<file path="config.mk">
export PLATFORM = sky130hd
export DESIGN_NAME = vertex_bbox_normalizer
export DESIGN_NICKNAME = d
export VERILOG_FILES = /design/src/rtl/core/vbn_pkg.sv /design/src/rtl/core/vbn_div.sv /design/src/rtl/core/vertex_bbox_normalizer.sv
export SDC_FILE = /design/constraint.sdc
export NUM_CORES = 2
export LEC_CHECK = 0
export BUFFER_PORTS_ARGS = -buffer_cell sky130_fd_sc_hd__buf_2
export CAP_MARGIN = 40
export CORE_AREA = 2 2 450 452
export DETAILED_ROUTE_END_ITERATION = 7
export DIE_AREA = 0 0 452 454
export SYNTH_ARGS = -nofsm -noshare
export SYNTH_HDL_FRONTEND = slang
export SYNTH_SLANG_ARGS = --single-unit
export TNS_END_PERCENT = 50
</file>
<file path="constraint.sdc">
create_clock -name i_clk -period 24.6 [get_ports i_clk]
set_input_delay 2.46 -clock i_clk [delete_from_list [all_inputs] [get_ports i_clk]]
set_output_delay 2.46 -clock i_clk [all_outputs]
set_load 0.01 [all_outputs]
</file>
<file path="src/rtl/core/vbn_pkg.sv">
// Shared types and constants for the vertex bounding-box normalizer.
// Holds the beat payload structs, mode codes and the divider request/response.
// No dependencies.
package vbn_pkg;

    localparam int unsigned COORD_W = 32;
    localparam int unsigned MODE_W  = 2;

    localparam logic [MODE_W-1:0] MODE_CLEAR = 2'd0;
    localparam logic [MODE_W-1:0] MODE_ACCUM = 2'd1;
    localparam logic [MODE_W-1:0] MODE_NORM  = 2'd2;

    // Divider geometry: dividend is 2*|num|*3*2^28 + D, divisor is 2*D.
    localparam int unsigned DVD_W     = 66;
    localparam int unsigned DVS_W     = 34;
    localparam int unsigned QUOT_W    = 33;
    localparam int unsigned DIV_CNT_W = $clog2(QUOT_W + 1);

    localparam logic signed [COORD_W-1:0] COORD_MAX = 32'sh7FFF_FFFF;
    localparam logic signed [COORD_W-1:0] COORD_MIN = 32'sh8000_0000;

    typedef struct packed {
        logic [MODE_W-1:0]         mode;
        logic signed [COORD_W-1:0] coord_x;
        logic signed [COORD_W-1:0] coord_y;
        logic signed [COORD_W-1:0] coord_z;
    } t_vbn_in;

    typedef struct packed {
        logic signed [COORD_W-1:0] norm_x;
        logic signed [COORD_W-1:0] norm_y;
        logic signed [COORD_W-1:0] norm_z;
        logic                      degenerate;
    } t_vbn_out;

    typedef struct packed {
        logic             go;
        logic [DVD_W-1:0] dividend;
        logic [DVS_W-1:0] divisor;
    } t_div_req;

    typedef struct packed {
        logic              done;
        logic              ovf;
        logic [QUOT_W-1:0] quot;
    } t_div_rsp;

endpackage

</file>
<file path="src/rtl/core/vbn_div.sv">
// Iterative restoring divider, one quotient bit per cycle.
// Flags overflow when the quotient does not fit in QUOT_W bits.
// Depends on vbn_pkg.
module vbn_div (
    input  logic              i_clk,
    input  logic              i_rst_n,
    input  vbn_pkg::t_div_req i_req,
    output vbn_pkg::t_div_rsp o_rsp
);
    import vbn_pkg::*;

    logic                 r_busy;
    logic [DIV_CNT_W-1:0] r_cnt;
    logic [DVS_W-1:0]     r_rem;
    logic [QUOT_W-1:0]    r_low;
    logic [QUOT_W-1:0]    r_quot;
    logic [DVS_W-1:0]     r_div;
    logic                 r_ovf;

    logic [QUOT_W-1:0] dvd_high;
    logic              pre_ovf;
    logic [DVS_W-1:0]  trial;
    logic              fits;

    assign dvd_high = i_req.dividend[DVD_W-1:QUOT_W];
    // If the upper part already reaches the divisor, the quotient needs more bits.
    assign pre_ovf  = ({1'b0, dvd_high} >= i_req.divisor);
    assign trial    = {r_rem[DVS_W-2:0], r_low[QUOT_W-1]};
    assign fits     = (trial >= r_div);

    always_ff @(posedge i_clk) begin
        if (!i_rst_n) begin
            r_busy <= 1'b0;
            r_cnt  <= '0;
        end else if (i_req.go && !r_busy) begin
            r_busy <= 1'b1;
            r_div  <= i_req.divisor;
            r_ovf  <= pre_ovf;
            r_rem  <= pre_ovf ? '0 : {1'b0, dvd_high};
            r_low  <= i_req.dividend[QUOT_W-1:0];
            r_quot <= '0;
            r_cnt  <= pre_ovf ? '0 : DIV_CNT_W'(QUOT_W);
        end else if (r_busy) begin
            if (r_cnt == '0) begin
                r_busy <= 1'b0;
            end else begin
                r_rem  <= fits ? (trial - r_div) : trial;
                r_quot <= {r_quot[QUOT_W-2:0], fits};
                r_low  <= {r_low[QUOT_W-2:0], 1'b0};
                r_cnt  <= r_cnt - 1'b1;
            end
        end
    end

    assign o_rsp.done = r_busy && (r_cnt == '0);
    assign o_rsp.ovf  = r_ovf;
    assign o_rsp.quot = r_quot;

    // The remainder stays below the divisor between steps.
    a_rem_below_div: assert property (@(posedge i_clk) disable iff (!i_rst_n)
        (r_busy && !r_ovf) |-> (r_rem < r_div))
        else $error("divider remainder not below divisor");

    a_done_one_cycle: assert property (@(posedge i_clk) disable iff (!i_rst_n)
        o_rsp.done |=> !r_busy)
        else $error("divider done held past one cycle");

    a_cnt_bound: assert property (@(posedge i_clk) disable iff (!i_rst_n)
        r_busy |-> (r_cnt <= DIV_CNT_W'(QUOT_W)))
        else $error("divider step count out of range");

endmodule

</file>
<file path="src/rtl/core/vertex_bbox_normalizer.sv">
// Vertex bounding-box normalizer: a beat with mode clear resets the box, mode
// accumulate widens it, both with no result beat. A normalize beat gives one
// result: (v - centre) * 1.5 / largest extent in signed Q2.30, rounded to
// nearest with ties away from zero and saturated, or zeros with degenerate set
// when the box is empty or a single point. After it is accepted, a normalize
// beat keeps the input stalled while it finds the largest extent, checks it,
// then per axis forms the offset and the divider request and waits on the
// shared one-bit-per-cycle divider (which stops early when the quotient cannot
// fit and saturates), which the three axes use in turn, and at last loads the
// output register. An empty or single-point box skips the divider and goes
// straight to the output load. The input also stalls while a finished result
// waits for an earlier one still held in the output register; a held result
// does not by itself block clear or accumulate beats.
module vertex_bbox_normalizer (
    input  logic              i_clk,
    input  logic              i_rst_n,
    input  logic              i_in_valid,
    output logic              o_in_stall,
    input  vbn_pkg::t_vbn_in  i_in_data,
    output logic              o_out_valid,
    input  logic              i_out_stall,
    output vbn_pkg::t_vbn_out o_out_data
);
    import vbn_pkg::*;

    typedef enum logic [2:0] {
        S_IDLE,
        S_EXT,
        S_CHK,
        S_NUM,
        S_MUL,
        S_DIV,
        S_OUT
    } t_state;

    t_state r_state;

    logic signed [COORD_W-1:0] r_lo  [0:2];
    logic signed [COORD_W-1:0] r_hi  [0:2];
    logic signed [COORD_W-1:0] r_v   [0:2];
    logic signed [COORD_W-1:0] r_res [0:2];
    logic                      r_box_valid;
    logic                      r_degen;
    logic [1:0]                r_axis;
    logic [COORD_W-1:0]        r_dmax;
    logic signed [34:0]        r_num;
    logic                      r_neg;
    t_div_req                  r_req;
    logic                      r_out_valid;
    t_vbn_out                  r_out;

    t_div_rsp div_rsp;

    logic                      accept;
    logic signed [COORD_W:0]   ext_diff;
    logic [COORD_W-1:0]        ext_cur;
    logic signed [34:0]        num_cur;
    logic [34:0]               mag;
    logic [36:0]               mag3;
    logic [COORD_W-1:0]        sat_val;
    logic signed [COORD_W-1:0] in_v [0:2];

    vbn_div u_div (
        .i_clk   (i_clk),
        .i_rst_n (i_rst_n),
        .i_req   (r_req),
        .o_rsp   (div_rsp)
    );

    assign in_v[0] = i_in_data.coord_x;
    assign in_v[1] = i_in_data.coord_y;
    assign in_v[2] = i_in_data.coord_z;

    assign o_in_stall = (r_state != S_IDLE);
    assign accept     = i_in_valid && !o_in_stall;

    assign ext_diff = {r_hi[r_axis][COORD_W-1], r_hi[r_axis]}
                    - {r_lo[r_axis][COORD_W-1], r_lo[r_axis]};
    assign ext_cur  = ext_diff[COORD_W] ? '0 : ext_diff[COORD_W-1:0];

    // Twice the offset from the box centre, exact.
    assign num_cur = {{2{r_v[r_axis][COORD_W-1]}}, r_v[r_axis], 1'b0}
                   - {{3{r_lo[r_axis][COORD_W-1]}}, r_lo[r_axis]}
                   - {{3{r_hi[r_axis][COORD_W-1]}}, r_hi[r_axis]};

    assign mag  = r_num[34] ? 35'(-r_num) : 35'(r_num);
    assign mag3 = {2'b00, mag} + {1'b0, mag, 1'b0};

    always_comb begin
        if (r_neg) begin
            if (div_rsp.ovf || (div_rsp.quot > 33'h0_8000_0000)) begin
                sat_val = COORD_MIN;
            end else begin
                sat_val = 32'(-div_rsp.quot);
            end
        end else begin
            if (div_rsp.ovf || div_rsp.quot[32] || div_rsp.quot[31]) begin
                sat_val = COORD_MAX;
            end else begin
                sat_val = div_rsp.quot[31:0];
            end
        end
    end

    always_ff @(posedge i_clk) begin
        if (!i_rst_n) begin
            r_state     <= S_IDLE;
            r_box_valid <= 1'b0;
            r_out_valid <= 1'b0;
            r_req.go    <= 1'b0;
            r_axis      <= '0;
            for (int i = 0; i < 3; i++) begin
                r_lo[i] <= COORD_MAX;
                r_hi[i] <= COORD_MIN;
            end
        end else begin
            // In the output state the result load below decides the valid flag.
            if (r_out_valid && !i_out_stall && (r_state != S_OUT)) begin
                r_out_valid <= 1'b0;
            end
            case (r_state)
                S_IDLE: begin
                    if (accept) begin
                        case (i_in_data.mode)
                            MODE_CLEAR: begin
                                r_box_valid <= 1'b0;
                                for (int i = 0; i < 3; i++) begin
                                    r_lo[i] <= COORD_MAX;
                                    r_hi[i] <= COORD_MIN;
                                end
                            end
                            MODE_ACCUM: begin
                                r_box_valid <= 1'b1;
                                for (int i = 0; i < 3; i++) begin
                                    if (in_v[i] < r_lo[i]) begin
                                        r_lo[i] <= in_v[i];
                                    end
                                    if (in_v[i] > r_hi[i]) begin
                                        r_hi[i] <= in_v[i];
                                    end
                                end
                            end
                            MODE_NORM: begin
                                for (int i = 0; i < 3; i++) begin
                                    r_v[i] <= in_v[i];
                                end
                                r_axis  <= '0;
                                r_dmax  <= '0;
                                r_state <= S_EXT;
                            end
                            default: begin
                            end
                        endcase
                    end
                end
                S_EXT: begin
                    if (ext_cur > r_dmax) begin
                        r_dmax <= ext_cur;
                    end
                    if (r_axis == 2'd2) begin
                        r_axis  <= '0;
                        r_state <= S_CHK;
                    end else begin
                        r_axis <= r_axis + 1'b1;
                    end
                end
                S_CHK: begin
                    if (!r_box_valid || (r_dmax == '0)) begin
                        r_degen <= 1'b1;
                        for (int i = 0; i < 3; i++) begin
                            r_res[i] <= '0;
                        end
                        r_state <= S_OUT;
                    end else begin
                        r_degen <= 1'b0;
                        r_state <= S_NUM;
                    end
                end
                S_NUM: begin
                    r_num   <= num_cur;
                    r_state <= S_MUL;
                end
                S_MUL: begin
                    r_neg          <= r_num[34];
                    r_req.go       <= 1'b1;
                    r_req.dividend <= {mag3, 29'd0} + {34'd0, r_dmax};
                    r_req.divisor  <= {1'b0, r_dmax, 1'b0};
                    r_state        <= S_DIV;
                end
                S_DIV: begin
                    r_req.go <= 1'b0;
                    if (div_rsp.done) begin
                        r_res[r_axis] <= sat_val;
                        if (r_axis == 2'd2) begin
                            r_state <= S_OUT;
                        end else begin
                            r_axis  <= r_axis + 1'b1;
                            r_state <= S_NUM;
                        end
                    end
                end
                S_OUT: begin
                    if (!r_out_valid || !i_out_stall) begin
                        r_out_valid      <= 1'b1;
                        r_out.norm_x     <= r_res[0];
                        r_out.norm_y     <= r_res[1];
                        r_out.norm_z     <= r_res[2];
                        r_out.degenerate <= r_degen;
                        r_state          <= S_IDLE;
                    end
                end
                default: begin
                    r_state <= S_IDLE;
                end
            endcase
        end
    end

    assign o_out_valid = r_out_valid;
    assign o_out_data  = r_out;

    // A populated box never has a low bound above its high bound.
    a_box_order: assert property (@(posedge i_clk) disable iff (!i_rst_n)
        r_box_valid |-> ((r_lo[0] <= r_hi[0]) && (r_lo[1] <= r_hi[1])
                         && (r_lo[2] <= r_hi[2])))
        else $error("bounding box low above high");

    a_norm_busy: assert property (@(posedge i_clk) disable iff (!i_rst_n)
        (accept && (i_in_data.mode == MODE_NORM)) |=> o_in_stall)
        else $error("normalize beat did not start the sequencer");

    a_degen_zero: assert property (@(posedge i_clk) disable iff (!i_rst_n)
        (r_out_valid && r_out.degenerate) |->
            ((r_out.norm_x == '0) && (r_out.norm_y == '0) && (r_out.norm_z == '0)))
        else $error("degenerate result with nonzero coordinates");

    a_out_from_seq: assert property (@(posedge i_clk) disable iff (!i_rst_n)
        $rose(r_out_valid) |-> ($past(r_state) == S_OUT))
        else $error("result beat raised outside the output state");

endmodule
</file>
## Word-level counts from Yosys, hierarchy flattened

Memory sizes are Yosys's and may differ from the RTL's. A register that Yosys moved wholly into a read port is not among the register bits.
Cells that the tools add are included.

- Muxes and demuxes: 121
- Reductions and logical operators: 37
- Add/subtract/negate cells: 10
- Magnitude comparators: 10
- Equality and inequality tests: 18
- Bitwise operators: 12

Operator list:

| cell | number |
|---|---|
| $mux 32 | 20 |
| $mux 33 | 10 |
| $gt 32x32->1 | 4 |
| $lt 32x32->1 | 3 |
| $add 66x32->66 | 1 |
| $pmux 32 s2 | 1 |
| $mux 1 | 62 |
| $add 35x36->37 | 1 |
| $mux 35 | 1 |
| $neg 35->35 | 1 |
| $sub 34x32->35 | 1 |
| $ge 34x33->1 | 1 |
| $sub 33x32->34 | 1 |
| $ge 33x33->1 | 1 |
| $gt 33x32->1 const B | 1 |
| $sub 32x32->33 | 1 |
| $sub 33x33->33 | 1 |
| $logic_not 32->1 | 1 |
| $neg 32->32 | 1 |
| $reduce_or 32->1 | 1 |
| $mux 2 | 12 |
| $mux 6 | 4 |
| $mux 3 | 7 |
| $pmux 3 s7 | 1 |
| 24 further kinds | 70 |

- Logic and storage cells: 231
- Memory bits (writable): 384
- Output and inout port bits: 99
- Input port bits: 102
- Bits in registers: 315
- Memories: 4

Memories:

| name | words | width | read ports | clocked after Yosys merged registers in | write ports | line | RTL |
|---|---|---|---|---|---|---|---|
| r_hi | 3 | 32 | 4 | 1 | 3 | vertex_bbox_normalizer.sv:39 | `logic signed [COORD_W-1:0] r_hi [0:2];` |
| r_lo | 3 | 32 | 4 | 1 | 3 | vertex_bbox_normalizer.sv:38 | `logic signed [COORD_W-1:0] r_lo [0:2];` |
| r_res | 3 | 32 | 3 | 3 | 3 | vertex_bbox_normalizer.sv:41 | `logic signed [COORD_W-1:0] r_res [0:2];` |
| r_v | 3 | 32 | 1 | 1 | 3 | vertex_bbox_normalizer.sv:40 | `logic signed [COORD_W-1:0] r_v [0:2];` |

## Longest topological paths before layout

- Word-level depth: 9
- Gate-level depth with buffers: 31
- Gate-level depth less buffers: 28

## Modules after synthesis

Synthesis repeated with hierarchy kept, for this count alone.

- Cell total of the unflattened synthesis: 4394
- Area total of the unflattened synthesis: 47227.8 sq um

Modules (own cells, without submodules):

| module | seq. area each (sq um) | instances | area an instance (sq um) | cells an instance |
|---|---|---|---|---|
| vertex_bbox_normalizer | 18788.0 | 1 | 38649.6 | 3535 |
| vbn_div | 4164.0 | 1 | 8578.2 | 859 |

## Worst setup path before layout

Ideal clock, no wire load.

- Path kind: input port to flip-flop
- Start: input port i_in_data[96] in the netlist's numbering
- End: register r_dmax[0] (enable)
- Slack: 10.015 ns
- Library setup time: 0.428 ns
- Arrival: 14.157 ns
- Stages on the path: 4
- Path buffers: 0
- Data required time: 24.172 ns
- Path through: inv_1 and3_1 nor4b_1 o21bai_1

- Longest elaborated chain between the ends: 3

Ends and longest elaborated chain:

| element | line | RTL |
|---|---|---|
| start: declaration | vertex_bbox_normalizer.sv:19 | `input vbn_pkg::t_vbn_in i_in_data,` |
| $eq 2x2->1 | vertex_bbox_normalizer.sv:124 | `case (i_in_data.mode)` |
| $ne 2x1->1 (no source line) | -- |  |
| $reduce_and 5->1 (no source line) | -- |  |
| end signal: assignment | vertex_bbox_normalizer.sv:158 | `r_dmax <= ext_cur;` |
| end: declaration | vertex_bbox_normalizer.sv:45 | `logic [COORD_W-1:0] r_dmax;` |

Every way passes these cells.
A chain may end at the register's enable or synchronous reset.

==> flow_summary.yaml <==
critical_path:
  cp_data_arrival_time_ps: 9230
  ff2ff_path_depth: 30
  cp_max_fo: 38
  worst_path_class_setup: "flop to flop"
  critical_path_required_ps: 24990
  critical_path.n_buffers_inverters: 5
  critical_path_start_type: "flop"
  cell_with_the_largest_stage_delay_on_the_worst_path: "dfxtp_4"
  r2r_setup_slk_ps: 15760
  worstSetupPathDepth: 30
  end_kind: "flop"
  cpPeakStageDelay_ps: 800
  worst_path_dominant_cell_family: "compound AO/OA/AOI/OAI gates"
timing:
  postLayoutSetupSlackWorst_ps: 15760
  layout_min_cycle_time_ps: 8840
  timing.final.setup_violations: 0
  period_share_pct: 35.9
  summed_negative_setup_slack_over_all_endpoints_ps: 0
  finalHoldViolations: 0
  worstMarginPinSlew_ps: 929
  finClkSkew_ps: 65.7
  timing_max_transition_violations_final: 0
  worst_slew_margin_rel_pct: 37.9
  holdWs_ps: 384
  timing.fmax_ghz: 0.113
  grt_setup_unrepaired: "false"
place:
  dpl.cell_count: 6978
  pre_cts_ws_ps: 15770
  dpl.hpwl_mm: 90.5
  io_buffers: 200
  rd_place_congestion: 0.860
power:
  total_switching_power_uw: 838
  power_density_mw_per_mm2: 60.0
  power.combinational.fraction_pct: 12.9
  max-vdd-ir-drop_mv: 0.0478
  internal_power_mw: 2.35
  seqPwrFrac_pct: 46.6
  power_frac_clock_pct: 40.5
  switching_share_pct: 26.3
  total_leakage_power_nw: 21.0
clock_tree:
  clockRootBuffer: "clkbuf_16"
  cts_inserted_buffers: 88
  clkTransAtPathRegs_ps: 60
  tritoncts_clock_tree: "yes"
  clock_tree.htree_level_count: 3
  postCtsSetupBuffers: 0
  cts_repair_resize_count: 0
  clock_sinks: 768
  clkLatencyLatePin_ps: 720
  clock_path_buffers: 3
  total_of_hold_buffers_inserted_after_clock_tree_synthesis: 0
run:
  cap_violations: 0
routing:
  ant_nets: 0
  maxUsedRoutingLayer: "met5"
  post_drt_via_cell_ratio: 4.42
  routed-wl-met3_mm: 6.03
  wl_met2_mm: 55.2
  per_cell_routed_wire_length_um: 16.7
  vias: 31600
  drt_pre_antenna_iters: 5
  wirelength_mm: 120
  remaining_drc_errors: 0
  m1WireLength_mm: 54.8
  detail_route.iter0.violations: 2246
die:
  fp.dieArea_mm2: 0.205
  ioPinCount: 201
  fp.coreArea_mm2: 0.201
  start_util_pct: 22.8
  die_width_um: 452
  chipHeight_um: 454
  rows: 165
layout:
  final_nets: 4962
  most-common-layout-cells: "751 x edfxtp_1, 428 x ha_1, 406 x inv_1"
  final_cells: 7150
  final_common_cell: "edfxtp_1"
  area_delta_synth_final_pct: 15.9
  final_layout_size_suffix_gt1_share_pct: 11.7
worst_hold_path:
  whs_path_depth: 0
  timing.hold.worst.start: "r_res[1][10]"
  timing.hold.worst.class: "flop to flop"
synth:
  ys.warnings.count: 0
  synthAdderAreaFrac_pct: 13.2
  synth-compound-area-share_pct: 12.0
  post_synth_instance_area_mm2: 0.0459
  post_synthesis_net_count: 4752
  synth_top_flop_cell: "edfxtp_1"
  syn_avg_cell_area_um2: 11.0
  yosys-mux-area-fraction_pct: 2.91
  synth-xor-area-share_pct: 3.34
  post_synth_arst_share_pct: 0
  largest_family_of_logic_cells_by_synthesized_area: "simple AND/OR/NAND/NOR gates"
  synth_enable_flop_cells: 751
  seq_area_frac_synth_pct: 49.9
  yosys.area_share.simple_pct: 14.2
  number_of_instances_in_the_synthesized_netlist: 4186
  ys_ff_latch: 768
  synth.distinct_cells: 88
global_route:
  grt_antenna_before_repair: 20
  overall_overflow_remaining_after_global_route: 0
  grt_start_max_net_pins: 79
  grt_first_pass_wirelength_mm: 183
  track_usage_pct: 11.5
  grt_pass1_vias: 31300
status:
  status: "complete, no violations"
-- per-layer routing --
layer | up-vias | GRT usage [%]
li1 | 15500 | -
met1 | 15100 | 15.2
met2 | 798 | 18.9
met3 | 186 | 1.90
met4 | 4 | 3.74
met5 | - | 0
-- worst paths after layout --
kind,to
hold reg to reg,o_out_data[43]
setup reg to reg,r_dmax[9]
hold / removal,o_out_data[43]
setup / recovery,r_dmax[9]
-- cells by family (layout without fill, tap and decap cells) --
logic type               after synthesis  in the layout
adder cells (fa/ha/maj)              464            464
buffers and inverters                534            815
flip-flops                           768            768
multiplexers                         133            133
other                                  0             11
AND/OR/NAND/NOR                     1262           1262
XOR/XNOR                             175            175
AO/OA/AOI/OAI                        850            850
-- through the flow --
stage / util, % / cell area [um^2] / power [mW]
after global placement: 24.9 / 50100 / 1.92
after global routing: 26.5 / 53200 / 3.32
after CTS: 26.5 / 53200 / 3.22
after floorplan: - / 45900 / 1.79
after detailed placement: 25.1 / 50300 / 1.92
final: 26.5 / 53200 / 3.19
-- flip-flops by register name, indices dropped and copies added (netlist names), named ones only --
signal / flops
o_out_data: 97
o_out_valid: 1
r_axis: 2
r_box_valid: 1
r_degen: 1
r_dmax: 32
r_hi: 96
r_lo: 96
r_neg: 1
r_num: 35
r_req: 70
r_res: 96
r_state: 3
r_v: 96
u_div.r_busy: 1
u_div.r_cnt: 6
u_div.r_div: 32
u_div.r_low: 33
u_div.r_ovf: 1
u_div.r_quot: 33
u_div.r_rem: 33
-- synthesized netlist by cell type, drive strengths merged (7+ instances only) --
cell type / n / share of area (%)
edfxtp: 751 / 49
ha: 428 / 12
inv: 406 / 3.3
nand2: 280 / 2.3
nor2: 278 / 2.3
o21ai: 213 / 2.3
a21oi: 201 / 2.2
nor2b: 156 / 2.1
a21o: 143 / 2.3
mux2i: 128 / 2.8
xnor2: 121 / 2.3
clkbuf: 107 / 0.88
or2: 107 / 1.5
and2: 100 / 1.4
nand4: 67 / 0.91
o21a: 62 / 1.0
nor3: 54 / 0.61
xor2: 54 / 1.0
nand3: 50 / 0.55
nand2b: 40 / 0.55
fa: 36 / 1.6
o21bai: 31 / 0.51
nor4: 29 / 0.40
o311ai: 26 / 0.50
or3: 26 / 0.41
a211oi: 25 / 0.41
a31oi: 20 / 0.27
buf: 20 / 0.19
dfxtp: 17 / 0.74
o31ai: 17 / 0.28
and3: 15 / 0.20
nor3b: 15 / 0.25
o211ai: 15 / 0.25
o41ai: 10 / 0.19
or4: 10 / 0.18
a2111oi: 8 / 0.18
a21boi: 8 / 0.13
a311oi: 7 / 0.15
and4: 7 / 0.13
-- area by class of cell --
cell class | instances | area, um^2
clock buffer | 105 | 2270
multi-input combinational | 2884 | 21100
tap | 2672 | 3340
antenna | 11 | 27.5
inverter | 407 | 1530
clock inverter | 56 | 558
timing repair buffer | 247 | 1500
sequential | 768 | 22900
fill | 20900 | 148000
-- power by group through the flow --
| stage | Combinational, mW | Sequential (mW) | Clock, mW |
|---|---|---|---|
| 2_1_floorplan | 0.286 | 1.50 | 0 |
| 3_3_place_gp | 0.403 | 1.51 | 0 |
| 3_5_place_dp | 0.411 | 1.51 | 0 |
| 4_1_cts | 0.414 | 1.49 | 1.32 |
| 5_1_grt | 0.463 | 1.49 | 1.37 |
| 6_report | 0.413 | 1.49 | 1.29 |
Note: power is estimated with default switching activity, not from simulation.
